<file path="config.mk">
export PLATFORM = sky130hd
export DESIGN_NAME = terminal_line_editor
export DESIGN_NICKNAME = d
export VERILOG_FILES = /design/src/hw/rtl/tle_pkg.sv /design/src/hw/rtl/tle_ram.sv /design/src/hw/rtl/tle_front.sv /design/src/hw/rtl/tle_fifo.sv /design/src/hw/rtl/tle_back.sv /design/src/hw/rtl/terminal_line_editor.sv
export SDC_FILE = /design/constraint.sdc
export NUM_CORES = 2
export LEC_CHECK = 0
export BUFFER_PORTS_ARGS = -buffer_cell sky130_fd_sc_hd__buf_4
export CAP_MARGIN = 20
export CORE_MARGIN = 8
export CORE_UTILIZATION = 35
export DETAILED_ROUTE_END_ITERATION = 10
export SYNTH_ARGS = -nofsm -noshare
export SYNTH_HDL_FRONTEND = slang
export SYNTH_SLANG_ARGS = --single-unit
</file>
<file path="constraint.sdc">
create_clock -name clk_i -period 16.04 [get_ports clk_i]
set_input_delay 4.812 -clock clk_i [delete_from_list [all_inputs] [get_ports clk_i]]
set_output_delay 4.812 -clock clk_i [all_outputs]
set_load 0.1 [all_outputs]
</file>
<file path="src/hw/rtl/tle_pkg.sv">
// Shared types and constants of the terminal line editor.
package tle_pkg;

  // Default and upper bound of the line length limit
  localparam int unsigned LineMaxDefault = 64;
  localparam int unsigned LineMaxHigh    = 64;

  // Line buffer banks: edit, previous, queued and emitting lines
  localparam int unsigned NumBanks = 4;
  localparam int unsigned BankW    = $clog2(NumBanks);

  // Character counts cover every limit up to LineMaxHigh
  localparam int unsigned CountW = $clog2(LineMaxHigh + 1);

  // Job queue depth between editor and emitter
  localparam int unsigned QueueDepth = 2;

  // Byte codes
  localparam logic [7:0] ChBackspace = 8'h08;
  localparam logic [7:0] ChLf        = 8'h0A;
  localparam logic [7:0] ChCr        = 8'h0D;
  localparam logic [7:0] ChSpace     = 8'h20;
  localparam logic [7:0] ChTilde     = 8'h7E;
  localparam logic [7:0] ChBang      = 8'h21;
  localparam logic [7:0] ChDollar    = 8'h24;

  // One finished line handed from editor to emitter
  typedef struct packed {
    logic [BankW-1:0]  bank;
    logic [CountW-1:0] len;
    logic              trunc;
    logic              recall;
  } tle_job_t;

endpackage

</file>
<file path="src/hw/rtl/tle_ram.sv">
// Generic single-write, single-read RAM with registered read data.
module tle_ram #(
  parameter int unsigned Width = 8,
  parameter int unsigned Depth = 256
) (
  input  logic                     clk_i,
  input  logic                     we_i,
  input  logic [$clog2(Depth)-1:0] waddr_i,
  input  logic [Width-1:0]         wdata_i,
  input  logic [$clog2(Depth)-1:0] raddr_i,
  output logic [Width-1:0]         rdata_o
);

  logic [Width-1:0] mem_q [Depth];
  logic [Width-1:0] rdata_q;

  // Write one entry, register the read entry
  always_ff @(posedge clk_i) begin
    if (we_i) begin
      mem_q[waddr_i] <= wdata_i;
    end
    rdata_q <= mem_q[raddr_i];
  end

  assign rdata_o = rdata_q;

endmodule

</file>
<file path="src/hw/rtl/tle_front.sv">
// Line editor front end: takes raw bytes, edits the current line, queues finished lines.
module tle_front #(
  parameter int unsigned LINE_MAX = tle_pkg::LineMaxDefault
) (
  input  logic                                             clk_i,
  input  logic                                             rst_ni,
  input  logic                                             in_valid_i,
  output logic                                             in_ready_o,
  input  logic [7:0]                                       in_byte_i,
  input  logic [tle_pkg::NumBanks-1:0]                     bank_busy_i,
  input  logic                                             q_full_i,
  output logic                                             push_o,
  output tle_pkg::tle_job_t                                job_o,
  output logic                                             wr_en_o,
  output logic [tle_pkg::BankW+$clog2(LINE_MAX)-1:0]       wr_addr_o,
  output logic [7:0]                                       wr_data_o
);
  import tle_pkg::*;

  localparam int unsigned IdxW  = $clog2(LINE_MAX);
  localparam int unsigned AddrW = BankW + IdxW;
  localparam int unsigned Depth = NumBanks << IdxW;

  localparam logic [CountW-1:0] CountLimit = CountW'(LINE_MAX - 2);

  localparam logic [1:0] StIdle  = 2'd0;
  localparam logic [1:0] StDol2  = 2'd1;
  localparam logic [1:0] StBsChk = 2'd2;

  logic [1:0]        state_q, state_d;
  logic [CountW-1:0] count_q, count_d;
  logic [CountW-1:0] prev_count_q, prev_count_d;
  logic [BankW-1:0]  edit_bank_q, edit_bank_d;
  logic [BankW-1:0]  prev_bank_q, prev_bank_d;
  logic              discard_q, discard_d;
  logic              after_nl_q, after_nl_d;
  logic              first_bang_q, first_bang_d;

  logic              accept;
  logic              is_nl;
  logic              is_print;
  logic              finish;
  logic              finish_trunc;
  logic              recall;
  logic [BankW-1:0]  free_bank;
  logic [CountW-1:0] count_m1;
  logic [AddrW-1:0]  rd_addr;
  logic              rd_dollar;

  assign in_ready_o = (state_q == StIdle) && !q_full_i;
  assign accept     = in_valid_i && in_ready_o;
  assign is_nl      = (in_byte_i == ChLf) || (in_byte_i == ChCr);
  assign is_print   = (in_byte_i >= ChSpace) && (in_byte_i <= ChTilde);
  assign count_m1   = count_q - CountW'(1);
  assign recall     = (count_q != '0) && first_bang_q;
  assign rd_addr    = {edit_bank_q, count_m1[IdxW-1:0]};

  // Pick the lowest bank that no line refers to after this finish
  always_comb begin
    free_bank = '0;
    for (int i = NumBanks - 1; i >= 0; i--) begin
      if (!bank_busy_i[i] && (BankW'(i) != edit_bank_q)) begin
        free_bank = BankW'(i);
      end
    end
  end

  // Dollar marks of stored characters, read back on backspace
  tle_ram #(
    .Width (1),
    .Depth (Depth)
  ) u_dollar_ram (
    .clk_i   (clk_i),
    .we_i    (wr_en_o),
    .waddr_i (wr_addr_o),
    .wdata_i (wr_data_o == ChDollar),
    .raddr_i (rd_addr),
    .rdata_o (rd_dollar)
  );

  // Edit the line one byte at a time
  always_comb begin
    state_d      = state_q;
    count_d      = count_q;
    prev_count_d = prev_count_q;
    edit_bank_d  = edit_bank_q;
    prev_bank_d  = prev_bank_q;
    discard_d    = discard_q;
    after_nl_d   = after_nl_q;
    first_bang_d = first_bang_q;
    finish       = 1'b0;
    finish_trunc = 1'b0;
    wr_en_o      = 1'b0;
    wr_addr_o    = {edit_bank_q, count_q[IdxW-1:0]};
    wr_data_o    = in_byte_i;

    case (state_q)
      StIdle: begin
        if (accept) begin
          if (is_nl) begin
            if (discard_q) begin
              discard_d  = 1'b0;
              after_nl_d = 1'b1;
            end else if (!after_nl_q) begin
              after_nl_d = 1'b1;
              finish     = 1'b1;
            end
          end else begin
            after_nl_d = 1'b0;
            if (!discard_q) begin
              if (count_q >= CountLimit) begin
                discard_d    = 1'b1;
                finish       = 1'b1;
                finish_trunc = 1'b1;
              end else if (in_byte_i == ChBackspace) begin
                if (count_q != '0) begin
                  count_d = count_m1;
                  state_d = StBsChk;
                end
              end else if (is_print) begin
                wr_en_o = 1'b1;
                count_d = count_q + CountW'(1);
                if (count_q == '0) begin
                  first_bang_d = (in_byte_i == ChBang);
                end
                if (in_byte_i == ChDollar) begin
                  state_d = StDol2;
                end
              end
            end
          end
        end
      end
      StDol2: begin
        // store the second character of a dollar pair
        wr_en_o   = 1'b1;
        wr_data_o = ChDollar;
        count_d   = count_q + CountW'(1);
        state_d   = StIdle;
      end
      StBsChk: begin
        // drop the other half of a dollar pair
        if (rd_dollar && (count_q != '0)) begin
          count_d = count_m1;
        end
        state_d = StIdle;
      end
      default: begin
        state_d = StIdle;
      end
    endcase

    if (finish) begin
      count_d = '0;
      if (!recall) begin
        prev_bank_d  = edit_bank_q;
        prev_count_d = count_q;
        edit_bank_d  = free_bank;
      end
    end
  end

  // Describe the finished line for the emitter
  always_comb begin
    push_o        = finish;
    job_o.bank    = recall ? prev_bank_q : edit_bank_q;
    job_o.len     = recall ? prev_count_q : count_q;
    job_o.trunc   = finish_trunc;
    job_o.recall  = recall;
  end

  // Hold editor state
  always_ff @(posedge clk_i or negedge rst_ni) begin
    if (!rst_ni) begin
      state_q      <= StIdle;
      count_q      <= '0;
      prev_count_q <= '0;
      edit_bank_q  <= BankW'(0);
      prev_bank_q  <= BankW'(1);
      discard_q    <= 1'b0;
      after_nl_q   <= 1'b0;
      first_bang_q <= 1'b0;
    end else begin
      state_q      <= state_d;
      count_q      <= count_d;
      prev_count_q <= prev_count_d;
      edit_bank_q  <= edit_bank_d;
      prev_bank_q  <= prev_bank_d;
      discard_q    <= discard_d;
      after_nl_q   <= after_nl_d;
      first_bang_q <= first_bang_d;
    end
  end

endmodule

</file>
<file path="src/hw/rtl/tle_fifo.sv">
// Short queue of finished-line jobs between editor and emitter.
module tle_fifo (
  input  logic                          clk_i,
  input  logic                          rst_ni,
  input  logic                          push_i,
  input  tle_pkg::tle_job_t             job_i,
  input  logic                          pop_i,
  output tle_pkg::tle_job_t             head_o,
  output logic                          empty_o,
  output logic                          full_o,
  output logic [tle_pkg::NumBanks-1:0]  bank_busy_o
);
  import tle_pkg::*;

  localparam int unsigned PtrW = $clog2(QueueDepth);

  tle_job_t          entry_q [QueueDepth];
  logic [PtrW-1:0]   wr_ptr_q, rd_ptr_q;
  logic [PtrW:0]     fill_q;
  logic [QueueDepth-1:0] entry_valid;

  assign empty_o = (fill_q == '0);
  assign full_o  = (fill_q == (PtrW+1)'(QueueDepth));
  assign head_o  = entry_q[rd_ptr_q];

  // Mark entries between read and write pointer, and the banks they hold
  always_comb begin
    bank_busy_o = '0;
    for (int i = 0; i < QueueDepth; i++) begin
      entry_valid[i] = (PtrW'(PtrW'(i) - rd_ptr_q) < fill_q[PtrW-1:0]) || full_o;
      if (entry_valid[i]) begin
        bank_busy_o[entry_q[i].bank] = 1'b1;
      end
    end
  end

  // Store a pushed job
  always_ff @(posedge clk_i) begin
    if (push_i) begin
      entry_q[wr_ptr_q] <= job_i;
    end
  end

  // Advance pointers and fill level
  always_ff @(posedge clk_i or negedge rst_ni) begin
    if (!rst_ni) begin
      wr_ptr_q <= '0;
      rd_ptr_q <= '0;
      fill_q   <= '0;
    end else begin
      if (push_i) begin
        wr_ptr_q <= wr_ptr_q + PtrW'(1);
      end
      if (pop_i) begin
        rd_ptr_q <= rd_ptr_q + PtrW'(1);
      end
      if (push_i && !pop_i) begin
        fill_q <= fill_q + (PtrW+1)'(1);
      end else if (pop_i && !push_i) begin
        fill_q <= fill_q - (PtrW+1)'(1);
      end
    end
  end

endmodule

</file>
<file path="src/hw/rtl/tle_back.sv">
// Line emitter back end: reads a queued line out of the buffer, one character per transfer.
module tle_back #(
  parameter int unsigned LINE_MAX = tle_pkg::LineMaxDefault
) (
  input  logic                                        clk_i,
  input  logic                                        rst_ni,
  input  tle_pkg::tle_job_t                           head_i,
  input  logic                                        empty_i,
  output logic                                        pop_o,
  output logic [tle_pkg::NumBanks-1:0]                bank_busy_o,
  output logic [tle_pkg::BankW+$clog2(LINE_MAX)-1:0]  rd_addr_o,
  input  logic [7:0]                                  rd_data_i,
  output logic                                        out_valid_o,
  input  logic                                        out_ready_i,
  output logic [7:0]                                  out_char_o,
  output logic                                        out_has_o,
  output logic                                        out_last_o,
  output logic                                        out_trunc_o,
  output logic                                        out_recall_o
);
  import tle_pkg::*;

  localparam int unsigned IdxW = $clog2(LINE_MAX);

  tle_job_t          job_q;
  logic              active_q;
  logic [CountW-1:0] k_q;
  logic              pend_q;
  logic              pend_has_q, pend_last_q, pend_trunc_q, pend_recall_q;
  logic              out_valid_q;
  logic [7:0]        out_char_q;
  logic              out_has_q, out_last_q, out_trunc_q, out_recall_q;

  logic              issue;
  logic              is_last;

  assign pop_o     = !active_q && !empty_i;
  assign issue     = active_q && !pend_q && (!out_valid_q || out_ready_i);
  assign is_last   = (job_q.len == '0) || ((k_q + CountW'(1)) == job_q.len);
  assign rd_addr_o = {job_q.bank, k_q[IdxW-1:0]};

  // Flag the bank being read
  always_comb begin
    bank_busy_o = '0;
    if (active_q) begin
      bank_busy_o[job_q.bank] = 1'b1;
    end
  end

  // Take a job and walk its characters
  always_ff @(posedge clk_i or negedge rst_ni) begin
    if (!rst_ni) begin
      active_q <= 1'b0;
      pend_q   <= 1'b0;
    end else begin
      pend_q <= issue;
      if (pop_o) begin
        active_q <= 1'b1;
      end else if (issue && is_last) begin
        active_q <= 1'b0;
      end
    end
  end

  // Hold the job and the marks of the read in flight
  always_ff @(posedge clk_i) begin
    if (pop_o) begin
      job_q <= head_i;
      k_q   <= '0;
    end else if (issue) begin
      k_q <= k_q + CountW'(1);
    end
    if (issue) begin
      pend_has_q    <= (job_q.len != '0);
      pend_last_q   <= is_last;
      pend_trunc_q  <= job_q.trunc;
      pend_recall_q <= job_q.recall;
    end
  end

  // Load the output register when read data lands, drop it on transfer
  always_ff @(posedge clk_i or negedge rst_ni) begin
    if (!rst_ni) begin
      out_valid_q <= 1'b0;
    end else if (pend_q) begin
      out_valid_q <= 1'b1;
    end else if (out_ready_i) begin
      out_valid_q <= 1'b0;
    end
  end

  always_ff @(posedge clk_i) begin
    if (pend_q) begin
      out_char_q   <= pend_has_q ? rd_data_i : 8'h00;
      out_has_q    <= pend_has_q;
      out_last_q   <= pend_last_q;
      out_trunc_q  <= pend_trunc_q;
      out_recall_q <= pend_recall_q;
    end
  end

  assign out_valid_o  = out_valid_q;
  assign out_char_o   = out_char_q;
  assign out_has_o    = out_has_q;
  assign out_last_o   = out_last_q;
  assign out_trunc_o  = out_trunc_q;
  assign out_recall_o = out_recall_q;

endmodule

</file>
<file path="src/hw/rtl/terminal_line_editor.sv">
// Top level of the terminal line editor: editor, job queue, line buffer and emitter.
// Input: one byte per cycle; a stored '$' or an erasing backspace also holds the input.
// Output: after its newline or cut byte is taken, a finished line is queued and emitted;
// each character's registered line buffer read lands before another read is issued.
// Up to two finished lines wait in the job queue; a full queue holds the input.
// Reset (rst_ni low, asynchronous) empties the line, the previous line and the queue.
module terminal_line_editor #(
  parameter int unsigned LINE_MAX = tle_pkg::LineMaxDefault
) (
  input  logic       clk_i,
  input  logic       rst_ni,
  input  logic       s_axis_tvalid,
  output logic       s_axis_tready,
  input  logic [7:0] s_axis_tdata,   // [7:0] in_byte
  output logic       m_axis_tvalid,
  input  logic       m_axis_tready,
  output logic [7:0] m_axis_tdata,   // [7:0] out_char
  output logic       m_axis_tlast,
  output logic [2:0] m_axis_tuser    // [0] has_char, [1] truncated, [2] recalled
);
  import tle_pkg::*;

  localparam int unsigned IdxW  = $clog2(LINE_MAX);
  localparam int unsigned AddrW = BankW + IdxW;
  localparam int unsigned Depth = NumBanks << IdxW;

  tle_job_t            push_job, head_job;
  logic                push, pop, q_empty, q_full;
  logic [NumBanks-1:0] q_busy, back_busy;
  logic                wr_en;
  logic [AddrW-1:0]    wr_addr, rd_addr;
  logic [7:0]          wr_data, rd_data;
  logic                has_char, trunc, recall;

  // Edit incoming bytes
  tle_front #(
    .LINE_MAX (LINE_MAX)
  ) u_front (
    .clk_i       (clk_i),
    .rst_ni      (rst_ni),
    .in_valid_i  (s_axis_tvalid),
    .in_ready_o  (s_axis_tready),
    .in_byte_i   (s_axis_tdata),
    .bank_busy_i (q_busy | back_busy),
    .q_full_i    (q_full),
    .push_o      (push),
    .job_o       (push_job),
    .wr_en_o     (wr_en),
    .wr_addr_o   (wr_addr),
    .wr_data_o   (wr_data)
  );

  // Queue finished lines
  tle_fifo u_fifo (
    .clk_i       (clk_i),
    .rst_ni      (rst_ni),
    .push_i      (push),
    .job_i       (push_job),
    .pop_i       (pop),
    .head_o      (head_job),
    .empty_o     (q_empty),
    .full_o      (q_full),
    .bank_busy_o (q_busy)
  );

  // Line characters, banked by line
  tle_ram #(
    .Width (8),
    .Depth (Depth)
  ) u_line_ram (
    .clk_i   (clk_i),
    .we_i    (wr_en),
    .waddr_i (wr_addr),
    .wdata_i (wr_data),
    .raddr_i (rd_addr),
    .rdata_o (rd_data)
  );

  // Emit lines
  tle_back #(
    .LINE_MAX (LINE_MAX)
  ) u_back (
    .clk_i        (clk_i),
    .rst_ni       (rst_ni),
    .head_i       (head_job),
    .empty_i      (q_empty),
    .pop_o        (pop),
    .bank_busy_o  (back_busy),
    .rd_addr_o    (rd_addr),
    .rd_data_i    (rd_data),
    .out_valid_o  (m_axis_tvalid),
    .out_ready_i  (m_axis_tready),
    .out_char_o   (m_axis_tdata),
    .out_has_o    (has_char),
    .out_last_o   (m_axis_tlast),
    .out_trunc_o  (trunc),
    .out_recall_o (recall)
  );

  assign m_axis_tuser = {recall, trunc, has_char};

endmodule

</file>
==> After elaboration in Yosys (flattened, before gate mapping) <==
Memories as Yosys holds them, arrays and structs flattened. A register that Yosys moved wholly into a read port is not among the register bits.
Cells that the tools add are included.
{ "totals": {"reg_bits": 53, "in_bits": 12, "mem_bits_rw": 2326, "mem_count": 3, "out_inout_bits": 14, "rom_bits": 0, "latch_bits": 0, "wordCells": 196} }
{ "mem_list": {"columns": ["memory", "depth", "word_bits", "read_ports", "rd_clocked_by_memory_dff", "wr", "line_no", "text"], "rows": [
  ["u_line_ram.mem_q", 256, 8, 1, 1, 1, "tle_ram.sv:14", "logic [Width-1:0] mem_q [Depth];"],
  ["u_front.u_dollar_ram.mem_q", 256, 1, 1, 1, 1, "tle_ram.sv:14", null],
  ["u_fifo.entry_q", 2, 11, 3, 1, 1, "tle_fifo.sv:17", "tle_job_t entry_q [QueueDepth];"]
]} }
{ "classes": {"n_mux": 65, "addsub": 9, "n_eq_ne": 27, "div": 0, "n_bitwise": 7, "mul": 0, "n_shift": 0, "magnitude_cmp": 11, "reduce_logical": 50} }
{ "ops": {"columns": ["op", "n"], "rows": [
  ["7-bit two-way mux", 10],
  ["2-bit two-way mux", 16],
  ["1-bit two-way mux", 30],
  ["8-bit by 4-bit equality test with 1-bit output (second input constant)", 3],
  ["8-bit by 6-bit equality test with 1-bit output (second input constant)", 3],
  ["7-bit case mux with 3 select lines", 1],
  ["1-bit logical AND", 18],
  ["8-bit AND reduction", 2],
  ["7-bit by 1-bit adder with 7-bit output (second input constant)", 2],
  ["7-bit logical NOT", 2],
  ["7-bit nonzero test", 2],
  ["4-bit two-way mux", 3],
  ["3-bit by 2-bit inequality test with 1-bit output (second input constant)", 4],
  ["1-bit logical NOT", 11],
  ["2-bit by 3-bit less-than comparator with 1-bit output (second input constant)", 3],
  ["8-bit by 6-bit greater-or-equal comparator with 1-bit output (second input constant)", 1],
  ["8-bit by 7-bit <= comparator with 1-bit output (second input constant)", 1],
  ["8-bit two-way mux", 1],
  ["4-bit OR", 2],
  ["2-bit nonzero test", 4],
  ["7-bit equality test", 1],
  ["7-bit by 6-bit greater-or-equal comparator with 1-bit output (second input constant)", 1],
  ["7-bit AND reduction", 1],
  ["7-bit by 1-bit subtractor with 7-bit output (second input constant)", 1],
  ["23 further kinds", 46]
]} }

==> Depth between registers and ports, before layout <==
{ "logic_depth": {"word_depth": 14, "depth_mapped": 17, "mapped_depth_nobuf": 11} }

==> Cells and area by module <==
A second synthesis with hierarchy kept.
{ "unflattened": {"hier_cells": 4945, "hier_area_um2": 95409.0} }
{ "modules_own_cells": {"columns": ["mod", "area_per_inst_um2", "seq_area_each_um2", "instances", "cells_per_inst"], "rows": [
  ["tle_ram at u_line_ram", 79556.3, 61659.1, 1, 3733],
  ["tle_ram at u_front.u_dollar_ram", 11128.2, 7707.4, 1, 788],
  ["tle_front", 2049.5, 576.8, 1, 231],
  ["tle_back", 1555.2, 1026.0, 1, 120],
  ["tle_fifo", 1072.3, 760.7, 1, 66],
  ["terminal_line_editor", 47.5, 0.0, 1, 7]
]} }

==> Worst setup path after synthesis <==
No wires, ideal clock.
{ "synth_path": {"kind": "input-to-reg", "from": "in s_axis_tdata[2]", "to": "mem u_front.u_dollar_ram.mem_q[0], data pin", "path_slack_ns": -0.479, "t_required_ns": 14.466, "stages": 4, "t_arrival_ns": 14.945, "path_buffers": 0, "path_cell_list": "inv_1 nand2_1 nand2_1 a21oi_1"} }
{ "synth_between": {"elab_chain_cells": 2} }
{ "synth_rtl": {"columns": ["item", "line_no", "text"], "rows": [
  ["start, declared", "terminal_line_editor.sv:14", "input logic [7:0] s_axis_tdata,"],
  ["8-bit two-way mux", "tle_front.sv:97", "case (state_q)"],
  ["net u_front.wr_data_o[2]", "tle_front.sv:16", "output logic [7:0] wr_data_o"],
  ["8-bit by 6-bit equality test with 1-bit output", "tle_front.sv:76", ".wdata_i (wr_data_o == ChDollar),"],
  ["net u_front.u_dollar_ram.wdata_i", "tle_ram.sv:9", "input logic [Width-1:0] wdata_i,"],
  ["end, declared", "tle_ram.sv:14", null]
]} }
The timed path passes the listed nets, and every way through them passes these cells.

==> Final worst setup path <==
{ "layout_path": {"from": "in s_axis_tdata[2]", "to": "mem u_front.u_dollar_ram.mem_q[125], data pin"} }
Same word-level chain as after synthesis.

==> run summary <==
Max Clk Rate: 127 MHz
Placed instance count: 8269
All-Layer GR Usage: 19.0%
RSZ-0062 raised after global routing: no
Critical path peak fanout: 151
CTS Hold Bufs: 0
Die area: 286000 µm²
Skew final: 47.1 ps
Total Power: 17.9 mW
Clock power frac: 31.6%
Max VDD drop: 0.122 mV
Detail Placement HPWL: 168000 µm
Worst path max stage delay: 720 ps
Cell taking the most area after synthesis: edfxtp_1
Cts bufs inserted: 233
Boundary Pins: 26
Most frequent CP cell: buf_4
First DRT Iteration DRCs: 6800
Mapped Cells: 4883
Remaining Overflow, GRT: 0
Fraction of layout cells with a size suffix above 1: 18.3%
Asr flop ratio synth: 1.25%
CP Data Arrival Time: 8420 ps
Initial Util: 35.2%
Cell internal pwr: 12.0 mW
Slowest cell on crit path: nand2_4
Synth cell types: 81
Rel. slew slack: 18.1%
Seq/Total Area, Yosys: 76.0%
Clk Latency, worst-skew pair: 890 ps
Number of global-route vias before repair: 49.4k
Worst Setup Start Kind: input pin
CTS sink count: 2399
Top post-synthesis cells by count: edfxtp_1 (2353), mux2i_1 (434), mux4_2 (376), nor2_1 (295), o221ai_1 (191)
TNS Setup: 0 ps
Final hold viol count: 0
Worst hold start: u_back.job_q[0]
Power per Cell Area: 168 nW/µm²
Worst hold margin: 421 ps
Hold endpoint: u_back.pend_recall_q
Final slew viol count: 0
Worst Path Required: 16610 ps
# rows: 190
Synth Warn #: 0
RR Startpoint: u_back.k_q[0]
MaxCap Viol Count: 0
Yosys top cell area share: 74.9%
Syn nets: 4906
Final cycle utilization of the critical path: 49.0%
Mapped Area: 94400 µm²
Cell Count, Final, Fillers Out: 8725
H-tree level count: 4
Leak: 33.4 nW
Vias: 50.5k
Most common cell in the netlist: edfxtp_1
Min Tclk post-route: 7860 ps
Crit. End Element: flip-flop
Remaining antenna violation count: 0
Sequential power share: 39.9%
Setup violations, final: 0
Area Growth Syn to Fin: 13.0%
Post_cts resized: 0
Worst slew pin tran: 1230 ps
Antenna violations before repair: 19
Number of synthesized flops with an enable pin: 2353
Gpl congestion: 0.861
Die height: 535 µm
Routed wire per std cell: 32.1 µm
Dominant cells by area after synthesis: edfxtp_1 (75%), mux4_2 (9.0%), mux2i_1 (4.6%)
Die span in x: 535 µm
Combinational share of power: 28.5%
Clk root buf: clkbuf_16
HP Class: reg2reg
Ys flop type: edfxtp_1
Crit Path Category: in2reg
# DRC: 0
Largest net degree at the start of global routing: 164
Routed WL: 280000 µm
Outcome: complete, no violations
Post CTS Setup Buffer Count: 0
#FFs+latches synth: 2399
First-pass GRT wire length: 390000 µm
R2r setup slk: 10120 ps
CTS tree: built
Initial DRT Pass Iterations: 5
Mapped Avg Cell Area: 19.3 µm²
CP cell instances: buf_4 -> inv_1 -> nand2_4 -> nand2_1 -> a21oi_4 -> buf_4 -> buf_12 -> buf_4
Clock Path Buffers: 3
Fin nets: 4981
Worst R2R End: u_line_ram.rdata_o[5]
Hold path depth: 0
Drt via density: 5.79
Switch share: 32.9%
PortBufs: 25
Core area: 268000 µm²
Worst-path clk slew: 60 ps
Sw Pwr: 5.88 mW
R2R cell count: 10
## through the flow
stage               util (%)  setup WS, ps  area, µm²
global placement        36.8          7370      98600
detailed placement      36.8          7370      98600
finish                  39.8          8180     107000
floorplan                  -          3030      94400
CTS                     39.7          8320     107000
global route            39.8          8110     107000
## logic make-up after synthesis
| family | Yosys count | share of synthesized area [%] |
|---|---|---|
| AOI/OAI and AO/OA | 607 | 4.49 |
| xor gates and xnor gates | 32 | 0.305 |
| adders and majority gates | 11 | 0.146 |
| buffers and inverters | 331 | 1.82 |
| DFF | 2399 | 76.0 |
| muxes | 842 | 14.0 |
| and+or+nand+nor | 661 | 3.20 |
## final cells by class
type                       instances  area [µm²]
antenna                            9        22.5
clock buffer                     274        6070
clock inverter                   167        1880
fill                           23700      162000
inverter                          25         105
multi-input combinational       2153       21100
sequential                      2399       71800
tap                             3552        4440
timing repair buffer             146        1280
## power groups by stage
stage               Clock (mW)  Sequential (mW)  Combinational [mW]
CTS                       5.71             7.14                5.04
finish                    5.66             7.14                5.09
global route              5.94             7.15                5.26
detailed placement           0             7.27                5.02
global placement             0             7.27                5.00
floorplan                    0             7.25                3.18
## critical path, delay by kind of cell
family / cells / cell delay [ps]
buffers and inverters: 5 / 2150
AOI/OAI and AO/OA: 1 / 180
and+or+nand+nor: 2 / 960
## worst max-delay path by stage
| stage | end | slack [ps] | start |
|---|---|---|---|
| 2_1_floorplan | u_front.u_dollar_ram.mem_q[0] | 3030 | s_axis_tdata[2] |
| 3_3_place_gp | u_front.u_dollar_ram.mem_q[197] | 7370 | s_axis_tdata[2] |
| 3_5_place_dp | u_front.u_dollar_ram.mem_q[236] | 7370 | s_axis_tdata[2] |
| 4_1_cts | u_front.u_dollar_ram.mem_q[236] | 8320 | s_axis_tdata[2] |
| 5_1_grt | u_front.u_dollar_ram.mem_q[194] | 8110 | s_axis_tdata[2] |
| 6_report | u_front.u_dollar_ram.mem_q[125] | 8180 | s_axis_tdata[2] |
## cells in the final DEF, fill, tap and decap left out, types with 9 or more instances in the layout
cell / instances
mux4_2: 376
a21oi_1: 119
dfxtp_1: 10
clkinv_1: 58
nand2_1: 117
buf_12: 14
mux2i_1: 434
mux2_2: 28
nand4_1: 33
clkbuf_16: 234
o221ai_1: 191
nand3_1: 40
clkinvlp_4: 12
and2_1: 20
ha_1: 10
clkbuf_1: 34
xnor2_1: 25
dfrtp_1: 28
a31oi_1: 14
o21ai_0: 89
nand4b_1: 9
bufinv_16: 33
edfxtp_1: 2353
clkinv_2: 45
diode_2: 9
a211oi_1: 11
or3_1: 12
inv_1: 21
o22ai_1: 84
nor3_1: 57
nand2b_1: 9
buf_4: 126
nor2_1: 295
## layer usage
layer	GRT usage, %	wire length, µm	vias to the layer above
li1	-	-	20300
met4	7.38	12300	4
met3	4.63	29600	548
met2	29.3	127000	3152
met5	0	23	-
met1	26.0	111000	26500
## state kept, by name, summed over array words and instances (netlist names), 2 cells and up
| signal | cells |
|---|---|
| u_front.prev_count_q | 7 |
| u_front.count_q | 7 |
| u_back.job_q | 9 |
| u_back.rd_addr_o | 2 |
| u_front.state_q | 2 |
| u_front.edit_bank_q | 2 |
| u_fifo.fill_q | 2 |
| u_back.out_char_o | 8 |
| u_line_ram.rdata_o | 8 |
| u_front.u_dollar_ram.mem_q | 256 |
| u_fifo.entry_q | 22 |
| u_line_ram.mem_q | 2048 |
| u_back.k_q | 7 |
| u_front.prev_bank_q | 2 |
No activity file was read; power rests on OpenSTA's default activity.
